==> src/hw/rtl/cursor_doubly_linked_list_core_assert.svh <==
// ----------------------------------------------------------------------------
// cursor list core assertion macros
// checks sampled on the rising clock edge, muted while reset is asserted
// ----------------------------------------------------------------------------
`ifndef CURSOR_DOUBLY_LINKED_LIST_CORE_ASSERT_SVH
`define CURSOR_DOUBLY_LINKED_LIST_CORE_ASSERT_SVH

// consequent must hold in the same cycle as the antecedent
`define CDLL_ASSERT_SAME(label, ante, cons) \
  label: assert property (@(posedge clk_i) disable iff (!rst_ni) (ante) |-> (cons)) \
    else $error("cdll assertion failed");

// consequent must hold in the cycle after the antecedent
`define CDLL_ASSERT_NEXT(label, ante, cons) \
  label: assert property (@(posedge clk_i) disable iff (!rst_ni) (ante) |=> (cons)) \
    else $error("cdll assertion failed");

`endif

==> src/hw/rtl/cdll_pkg.sv <==
// ----------------------------------------------------------------------------
// cdll_pkg
// shared constants, operation codes and control types of the cursor list core
// ----------------------------------------------------------------------------
package cdll_pkg;

  localparam int unsigned POOL_NODES_DEF = 256;
  localparam int unsigned ITEM_BITS_DEF  = 32;
  localparam int unsigned DATA_W         = 32;
  localparam int unsigned OP_W           = 4;

  localparam logic [OP_W-1:0] OP_FIRST      = 4'd0;
  localparam logic [OP_W-1:0] OP_LAST       = 4'd1;
  localparam logic [OP_W-1:0] OP_NONE       = 4'd2;
  localparam logic [OP_W-1:0] OP_AFTER      = 4'd3;
  localparam logic [OP_W-1:0] OP_BEFORE     = 4'd4;
  localparam logic [OP_W-1:0] OP_GET        = 4'd5;
  localparam logic [OP_W-1:0] OP_SET        = 4'd6;
  localparam logic [OP_W-1:0] OP_INS_AFTER  = 4'd7;
  localparam logic [OP_W-1:0] OP_INS_BEFORE = 4'd8;
  localparam logic [OP_W-1:0] OP_DEL_AFTER  = 4'd9;
  localparam logic [OP_W-1:0] OP_DEL_BEFORE = 4'd10;

  // controller to datapath
  typedef struct packed {
    logic load;    // capture operation and value
    logic read;    // read the cursor node and the free chain head
    logic exec;    // decode, first link writes, result capture
    logic link;    // second link writes of insert and delete
    logic finish;  // result goes out next cycle
  } cdll_cmd_t;

  // datapath to controller
  typedef struct packed {
    logic link_needed;
  } cdll_sts_t;

endpackage

==> src/hw/rtl/cdll_ctrl.sv <==
// ----------------------------------------------------------------------------
// cdll_ctrl
// operation sequencer: read, execute and an optional second link write step
// ----------------------------------------------------------------------------
module cdll_ctrl (
  input  logic                clk_i,
  input  logic                rst_ni,
  input  logic                start_i,
  input  cdll_pkg::cdll_sts_t sts_i,
  output cdll_pkg::cdll_cmd_t cmd_o,
  output logic                busy_o
);
  import cdll_pkg::*;

  localparam logic [1:0] ST_IDLE = 2'd0;
  localparam logic [1:0] ST_READ = 2'd1;
  localparam logic [1:0] ST_EXEC = 2'd2;
  localparam logic [1:0] ST_LINK = 2'd3;

  logic [1:0] state_q, state_d;

  always_comb begin
    state_d = state_q;
    cmd_o   = '0;
    case (state_q)
      ST_IDLE: begin
        if (start_i) begin
          cmd_o.load = 1'b1;
          state_d    = ST_READ;
        end
      end
      ST_READ: begin
        cmd_o.read = 1'b1;
        state_d    = ST_EXEC;
      end
      ST_EXEC: begin
        cmd_o.exec = 1'b1;
        if (sts_i.link_needed) begin
          state_d = ST_LINK;
        end else begin
          cmd_o.finish = 1'b1;
          state_d      = ST_IDLE;
        end
      end
      ST_LINK: begin
        cmd_o.link   = 1'b1;
        cmd_o.finish = 1'b1;
        state_d      = ST_IDLE;
      end
      default: begin
        state_d = ST_IDLE;
      end
    endcase
  end

  always_ff @(posedge clk_i or negedge rst_ni) begin
    if (!rst_ni) begin
      state_q <= ST_IDLE;
    end else begin
      state_q <= state_d;
    end
  end

  assign busy_o = (state_q != ST_IDLE);

endmodule

==> config.mk <==
export PLATFORM = sky130hd
export DESIGN_NAME = cdll_ctrl
export DESIGN_NICKNAME = d
export VERILOG_FILES = /design/src/hw/rtl/cursor_doubly_linked_list_core_assert.svh /design/src/hw/rtl/cdll_pkg.sv /design/src/hw/rtl/cdll_ctrl.sv
export SDC_FILE = /design/constraint.sdc
export NUM_CORES = 1
export LEC_CHECK = 0
export BUFFER_PORTS_ARGS = -buffer_cell sky130_fd_sc_hd__buf_2
export CORE_AREA = 5 5 42 44
export CTS_BUF_LIST = sky130_fd_sc_hd__clkbuf_8
export DETAILED_ROUTE_END_ITERATION = 10
export DIE_AREA = 0 0 47 49
export PLACE_DENSITY = 0.31
export SYNTH_ARGS = -nofsm -noshare
export SYNTH_HDL_FRONTEND = slang
export SYNTH_SLANG_ARGS = --single-unit
==> constraint.sdc <==
create_clock -name clk_i -period 1.75 [get_ports clk_i]
set_input_delay 0.4375 -clock clk_i [delete_from_list [all_inputs] [get_ports clk_i]]
set_output_delay 0.4375 -clock clk_i [all_outputs]
set_load 0.03 [all_outputs]
# Word-level counts from Yosys, hierarchy flattened

Cells that the tools add are included.

Equal/unequal tests: 4
$add $sub $neg: 0
Shift-type cells: 0
Magnitude comparators: 0
Div/mod/pow operators: 0
$mul: 0
Reductions and logical operators: 2
Multiplexer cells: 10
Bitwise operators: 0

Operators with widths:

| operator                                                        | count |
|---|---|
| 2-bit one-hot mux with 4 select lines                           | 1 |
| 1-bit 2-to-1 mux                                                | 6 |
| 2-bit == test, second input constant                            | 2 |
| 2-bit 2-to-1 mux                                                | 2 |
| 2-bit by 1-bit == test with 1-bit output, second input constant | 1 |
| 2-bit logical NOT                                               | 1 |
| 2-bit inequality test, second input constant                    | 1 |
| 1-bit one-hot mux with 2 select lines                           | 1 |
| 2-bit nonzero test                                              | 1 |

Bits in writable memories: 0
Bits in read-only memories: 0
Register bits: 2
Memories kept: 0
Latch bits: 0
Logic and storage cells: 17
Output and inout bits: 6

# Logic depth before layout (Yosys ltp)

Gate-level depths: netlist (run 1).

Word-level depth: 2
Mapped depth: 2
Gate-level depth less buffers: 2

# Worst setup path before layout (run 1)

OpenSTA, ideal clock, no wires.

Path type: reg2out
Start: reg state_q[1]
End: out cmd_o[4] (netlist name)
Arrival time: 1.216 ns
Buffers on the path: 0
Setup slack: 0.097 ns
Stages on the path, launching flop included: 3
Cells stage by stage: dfrtp_1 > or2_1 > nor2_1

RTL lines:

| what                     | RTL line        | source |
|---|---|---|
| start: declaration       | cdll_ctrl.sv:20 | `logic [1:0] state_q, state_d;` |
| start signal: assignment | cdll_ctrl.sv:60 | `state_q <= state_d;` |
| end: declaration         | cdll_ctrl.sv:10 | `output cdll_pkg::cdll_cmd_t cmd_o,` |

==> results.txt, run 1 <==
----------------------------------------------------
[Run status]
  Outcome ... finished clean

[GRT]
  GR Overflow Total ... 0
  Global-route wire length before repair ... between 500 and 600 um
  Via count of the first global-routing pass ... 136
  Pin count of the biggest net entering global routing ... 7
  Total Routing Usage GR ... 4.155%
  Antenna violations before repair ... 0

[Pwr]
  Share of power burned in the clock network ... 35.0%
  P_sw ... 220.5 uW
  Largest vdd supply drop ... 0.5547 mV
  Internal Power ... 288.4 uW
  Relative contribution of sequential cells to total power ... 17.8%
  Combinational share of power ... 47.2%
  Power consumption ... 508.9 uW
  Power per cell area ... around 2300 mW/mm2
  Net switching fraction of the power ... 43.32%
  Leakage power of the design ... 0.0001295 uW

[Timing]
  Setup-violating endpoint count in the final report ... 0
  Final setup slack of the worst path ... 0.1160 ns
  Hold Vio Cnt, Final ... 0
  Min Tclk post-route ... 1.634 ns
  Least-Margin Pin Slew ... 0.1675 ns
  Max Clock Skew ... 0.001740 ns
  Share of the cycle needed by the critical path after routing ... 93.37%
  Normalized max-slew margin ... 88.83%
  Number of pins with negative max-slew slack in the final report ... 0
  Unrepaired setup endpoints after global routing ... no
  Aggregate negative setup slack ... 0 ns
  Fmax ... 0.6120 GHz

[CTS]
  Quantity of hold-fixing buffers added after cts ... 0
  Sinks on Clock Net ... 2
  Post-CTS clock slew at the launch and capture registers of the worst setup and hold paths ... 0.03 ns
  Number of buffers inserted during clock tree synthesis ... 3
  Clock latency on the worst-skew pair ... 0.21 ns
  Clock tree from TritonCTS ... yes
  Buffer count from post-CTS setup fixing ... 0
  Clock root buffer master ... clkbuf_8
  Maximum root-to-sink buffer count ... 2
  Number of H-tree branching levels ... 1
  Post-cts repair resize count ... 0

[Yosys]
  Number of library cell types mapped by synthesis ... 10
  Net count after synthesis ... 17
  Synth Cell Area ... 116.4 um2
  Share of the yosys chip area belonging to registers ... a little over two fifths
  Yosys Warn Count ... 0
  Synth Area per Inst ... 8.951 um2
  Flops & latches, synth ... 2
  Synthesized netlist cell count ... 13

[Cells and area]
  Share of post-route cells with drive strength above 1 ... between 40% and 50%
  Final Net Count ... 31
  Flip-flop count of the largest register, all copies and words added ... 2
  Post-route non-filler standard cell count ... 41
  Largest reg by FF count ... state_q
  Regs by FF count ... state_q: 2 flops
  Antenna fix cells ... 0
  Number of fill cells in the layout ... 166
  Growth of design area from synthesis to finish ... 91.40%

[Worst setup path]
  Biggest fanout along the worst timing path ... 6
  Slowest Stage Delay on Critical Path ... ~0.4 ns
  Startpoint types ... flop
  Type of element capturing the critical path ... primary output
  Required time at the worst-slack endpoint ... ~1.3 ns
  Ordered cell list for the critical path ... or2_1 > nor2_1 > buf_2
  Arr. time, crit path ... about 1.2 ns
  Cell family contributing the most delay on the critical path ... flip-flops
  Slowest-stage cell, CP ... dfrtp_1
  Worst-case register-to-register setup slack ... 0.86 ns
  Bufs and invs on worst path ... 1
  Worst setup path category ... reg -> out

[Routing]
  Post-route antenna net violation count ... 0
  Vias after detailed routing ... 129
  Number of remaining DRC errors ... 0
  Post-detailed-routing wire length ... 362 um
  Pre-Repair DR Iteration Count ... 3
  Iteration-0 DRC Markers ... 2
  WL per Instance ... 8.829 um
  Routed via count divided by cell count ... between 3 and 4

[Floorplan]
  Area enclosed by the die boundary ... 0.002303 mm2
  Die Y ... just under 50 um
  Initial Util ... 8.304%
  Standard-cell row count ... 14
  Ports placed on the boundary ... 10
  Die extent in x ... about 47 um
  CORE AREA ... 0.001401 mm2

[Placement]
  Count of buffers from port buffering ... 9
  Final estimated routing congestion in global placement ... 0.7189
  Half-perimeter wire length after detailed placement ... 289.6 um
  Pre-CTS worst setup slack ... 0.3467 ns
  Cell count after placement ... 38

[Flow run]
  Max_cap viols ... 0

[Worst hold path]
  Class of the tightest hold or removal check ... in -> async

----------------------------------------------------
-- layer usage --
layer / GRT usage, % / share of wire (%) / vias to the layer above
met1: 5.934 / 55 / 51
met2: 2.262 / 23 / 12
met3: 4.797 / 21 / 0
met4: 4.147 / 0 / 0
li1: - / - / 66
met5: 0 / 0 / -
-- cells in the final DEF (no fill, tap or decap), drive strengths merged --
| cell type | n |
|---|---|
| dfrtp | 2 |
| clkbuf | 3 |
| nor2 | 2 |
| nor2b | 1 |
| and2b | 1 |
| a21o | 1 |
| mux2i | 1 |
| and2 | 1 |
| or2 | 1 |
| buf | 9 |
| a21boi | 1 |
| inv | 2 |
-- worst paths after layout --
kind	cells past startpoint	to	start
max reg2reg	2	state_q[1]	state_q[0]
max in group asynchronous	1	state_q[0]	rst_ni
min in group clk_i	2	state_q[1]	sts_i
min reg2reg	1	state_q[0]	state_q[0]
min	1	state_q[1]	rst_ni
max	3	cmd_o[4]	state_q[1]
-- layout make-up --
type                            count  area [um2]  area share (%)
Clock buffer                        3       41.29           18.54
Inverter                            2       7.507           3.371
Multi-Input combinational cell      9       58.81           26.40
Sequential cell                     2       50.05           22.47
Tap cell                           16       20.02           8.989
Timing Repair Buffer                9       45.04           20.22
-- cell usage after synthesis --
cell type	n	area (um2)
a21o_1	1	7.510
nor2b_1	1	6.260
and2_1	1	6.260
or2_1	1	6.260
inv_1	2	7.510
mux2i_1	1	10.01
a21boi_1	1	7.510
dfrtp_1	2	50.05
nor2_1	2	7.510
and2b_1	1	7.510
-- power groups by stage --
stage          Clock (uW)  Sequential [uW]  Combinational [uW]
6_report              178             90.6                 240
4_1_cts               186             89.1                 241
5_1_grt               193             95.1                 255
3_5_place_dp            0             89.7                 240
2_1_floorplan           0             84.1                 175
3_3_place_gp            0             88.2                 239
-- worst register-to-register path: stages, from the launching register on --
cell	delay [ns]
dfrtp_1	0.40
and2b_1	0.22
a21o_1	0.17
-- cells by family after synthesis --
group | after synthesis | share of synthesized area [%]
simple gates | 6 | 29.05
compound gates | 2 | 12.91
flops | 2 | 43.01
buf+inv | 2 | 6.454
mux | 1 | 8.602
-- per-stage QoR --
stage | util [%] | hold slack, ns | instance area (um2)
2_1_floorplan | - | 0.1419 | 116.4
3_3_place_gp | 12.95 | 0.2257 | 181.4
3_5_place_dp | 12.95 | 0.2286 | 181.4
4_1_cts | 15.89 | 0.007268 | 222.7
5_1_grt | 15.89 | 0.003159 | 222.7
6_report | 15.89 | 0.01097 | 222.7
No activity file was read; power rests on OpenSTA's default activity.
==> inputs of run 2 (changes only) <==
--- a/config.mk
+++ b/config.mk
@@ -6,11 +6,14 @@
 export NUM_CORES = 1
 export LEC_CHECK = 0
 export BUFFER_PORTS_ARGS = -buffer_cell sky130_fd_sc_hd__buf_2
+export CELL_PAD_IN_SITES_DETAIL_PLACEMENT = 1
+export CELL_PAD_IN_SITES_GLOBAL_PLACEMENT = 1
 export CORE_AREA = 5 5 42 44
 export CTS_BUF_LIST = sky130_fd_sc_hd__clkbuf_8
 export DETAILED_ROUTE_END_ITERATION = 10
 export DIE_AREA = 0 0 47 49
-export PLACE_DENSITY = 0.31
+export HOLD_SLACK_MARGIN = 0.15
+export PLACE_DENSITY = 0.39
 export SYNTH_ARGS = -nofsm -noshare
 export SYNTH_HDL_FRONTEND = slang
 export SYNTH_SLANG_ARGS = --single-unit
==> results.txt, run 2 (synthesized netlist as in run 1, its figures left out) <==
----------------------------------------------------
[Floorplan]
  Ports placed on the boundary ... 10 (unchanged)
  Area enclosed by the die boundary ... 0.002303 mm2 (unchanged)
  Standard-cell row count ... 14 (unchanged)
  Initial Util ... 8.304% (unchanged)
  Die extent in x ... 47 um (unchanged)
  Die Y ... 49 um (unchanged)
  CORE AREA ... 0.001401 mm2 (unchanged)

[CTS]
  Clock root buffer master ... clkbuf_8 (unchanged)
  Maximum root-to-sink buffer count ... 2 (unchanged)
  Sinks on Clock Net ... 2 (unchanged)
  Clock tree from TritonCTS ... yes (unchanged)
  Clock latency on the worst-skew pair ... 0.21 ns (about the same)
  Buffer count from post-CTS setup fixing ... 0 (unchanged)
  Number of H-tree branching levels ... 1 (unchanged)
  Number of buffers inserted during clock tree synthesis ... 3 (unchanged)
  Post-CTS clock slew at the launch and capture registers of the worst setup and hold paths ... 0.03 ns (about the same)

[Pwr]
  Combinational share of power ... 46.7% (was 47.2%)
  Share of power burned in the clock network ... 35.4% (was 35.0%)
  Power per cell area ... 2192 mW/mm2 (was 2285 mW/mm2)
  Internal Power ... 290.0 uW (was 288.4 uW)
  Power consumption ... 510.1 uW (was 508.9 uW)
  Largest vdd supply drop ... 0.4973 mV (was 0.5547 mV)
  Net switching fraction of the power ... 43.14% (was 43.32%)
  P_sw ... 220.1 uW (was 220.5 uW)
  Leakage power of the design ... 0.0001336 uW (was 0.0001295 uW)
  Relative contribution of sequential cells to total power ... 17.9% (was 17.8%)

[Worst hold path]
  Class of the tightest hold or removal check ... in -> reg (was in -> async)

[Routing]
  Pre-Repair DR Iteration Count ... 1 (was 3)
  Vias after detailed routing ... 131 (was 129)
  Iteration-0 DRC Markers ... 0 (was 2)
  Post-route antenna net violation count ... 0 (unchanged)
  Number of remaining DRC errors ... 0 (unchanged)
  WL per Instance ... 9.500 um (was 8.829 um)
  Post-detailed-routing wire length ... 399 um (was 362 um)
  Routed via count divided by cell count ... 3.119 (was 3.146)

[Cells and area]
  Share of post-route cells with drive strength above 1 ... 46.15% (was 48.00%)
  Total non-filler cell area in the finished layout ... 232.7 um2 (was 222.7 um2)
  Growth of design area from synthesis to finish ... 100.0% (was 91.40%)
  Regs by FF count ... state_q: 2 flops (unchanged)
  Final Net Count ... 32 (was 31)
  Most common cell after layout, fill and taps aside ... buf_2 (unchanged)
  Antenna fix cells ... 0 (unchanged)
  Flip-flop count of the largest register, all copies and words added ... 2 (unchanged)
  Largest reg by FF count ... state_q (unchanged)
  Commonest cells after routing, fill and taps aside ... 9 x buf_2, 3 x clkbuf_8, 2 x inv_1, 2 x nor2_1, 2 x dfrtp_1 (unchanged)

[Timing]
  Fmax ... 0.6281 GHz (was 0.6120 GHz)
  Final setup slack of the worst path ... 0.1578 ns (was 0.1160 ns)
  Min Tclk post-route ... 1.592 ns (was 1.634 ns)
  Setup-violating endpoint count in the final report ... 0 (unchanged)
  Max Clock Skew ... 0.001510 ns (was 0.001740 ns)
  Least-Margin Pin Slew ... 0.1739 ns (was 0.1675 ns)
  Hold Vio Cnt, Final ... 0 (unchanged)
  Share of the cycle needed by the critical path after routing ... 90.98% (was 93.37%)
  Number of pins with negative max-slew slack in the final report ... 0 (unchanged)
  Final Hold Slack ... 0.4771 ns (was 0.01097 ns)
  Aggregate negative setup slack ... 0 ns (unchanged)
  Normalized max-slew margin ... 88.41% (was 88.83%)
  Unrepaired setup endpoints after global routing ... no (unchanged)

[Worst setup path]
  Worst setup path category ... reg -> out (unchanged)
  Worst-case register-to-register setup slack ... 0.86 ns (about the same)
  Arr. time, crit path ... 1.15 ns (was 1.20 ns)
  Biggest fanout along the worst timing path ... 6 (unchanged)
  End of the worst register-to-register path ... state_q[1] (unchanged)
  Crit. Startpoint ... state_q[1] (unchanged)
  Required time at the worst-slack endpoint ... 1.31 ns (about the same)
  Capture point of the worst path ... cmd_o[4] (unchanged)
  Type of element capturing the critical path ... primary output (unchanged)
  Worst Reg2Reg Path Length in Cells ... 2 (unchanged)
  Startpoint types ... flop (unchanged)
  Reg2reg start ... state_q[1] (was state_q[0])

[Placement]
  Count of buffers from port buffering ... 9 (unchanged)
  Cell Area, Placed ... 181.4 um2 (unchanged)
  Final estimated routing congestion in global placement ... 0.6477 (was 0.7189)
  Pre-CTS worst setup slack ... 0.3664 ns (was 0.3467 ns)
  Half-perimeter wire length after detailed placement ... 285.2 um (was 289.6 um)

[GRT]
  Met1 demand-to-capacity share in global routing ... 4.615% (was 5.934%)
  GR Overflow Total ... 0 (unchanged)
  Total Routing Usage GR ... 4.577% (was 4.155%)
  Global-route wire length before repair ... 662 um (was 572 um)
  Via count of the first global-routing pass ... 170 (was 136)
  Most Crowded Layer GR ... met4 (was met1)
  Met2 Use GR ... 5.656% (was 2.262%)
  Antenna violations before repair ... 0 (unchanged)
  GR met3 Demand/Resource ... 1.476% (was 4.797%)
  Pin count of the biggest net entering global routing ... 7 (unchanged)

[Run status]
  Outcome ... finished clean (unchanged)

[Flow run]
  Max_cap viols ... 0 (unchanged)

----------------------------------------------------
run 2: how the worst min path moves through the flow:
stage | from | end | depth (start not counted)
2_1_floorplan | rst_ni | state_q[0] | 0
3_3_place_gp | rst_ni | state_q[1] | 1
3_5_place_dp | rst_ni | state_q[1] | 1
4_1_cts | sts_i | state_q[1] | 2
5_1_grt | sts_i | state_q[1] | 2
6_report | sts_i | state_q[1] | 2
run 2: critical path, cell delays in order, from the launching register on:
cell and delay, ns:
dfrtp_1 0.42, or2_1 0.25, nor2_1 0.08, buf_2 0.20
run 2: metrics by stage:
| stage | cells | utilization, % |
|---|---|---|
| after CTS | 42 | 16.61 |
| after global placement | 38 | 12.95 |
| after floorplan | 13 | - |
| after detailed placement | 38 | 12.95 |
| final | 42 | 16.61 |
| after global routing | 42 | 16.61 |
run 2: power groups by stage:
stage	Clock (uW)	Sequential, uW	Combinational (uW)
2_1_floorplan	0	84.1	175
3_3_place_gp	0	89.7	235
3_5_place_dp	0	92.2	238
4_1_cts	187	92.0	242
5_1_grt	192	97.1	259
6_report	181	91.4	238
run 2: layout make-up:
| type | count | area (um2) |
|---|---|---|
| Clock buffer | 3 | 41.29 |
| Fill cell | 169 | 1169 |
| Inverter | 2 | 7.507 |
| Multi-Input combinational cell | 9 | 58.81 |
| Sequential cell | 2 | 50.05 |
| Tap cell | 16 | 20.02 |
| Timing Repair Buffer | 10 | 55.05 |
run 2: routing by layer:
layer | part of all wire, % | vias to the layer above
met5 | 0 | -
li1 | - | 67
met2 | 41 | 10
met1 | 44 | 54
met4 | 0 | 0
met3 | 15 | 0
run 2: timing repair:
action,CTS,global route
setup endpoints to repair,0,0
gates resized for setup,0,0
hold endpoints to repair,2,0
hold buffers,1,0
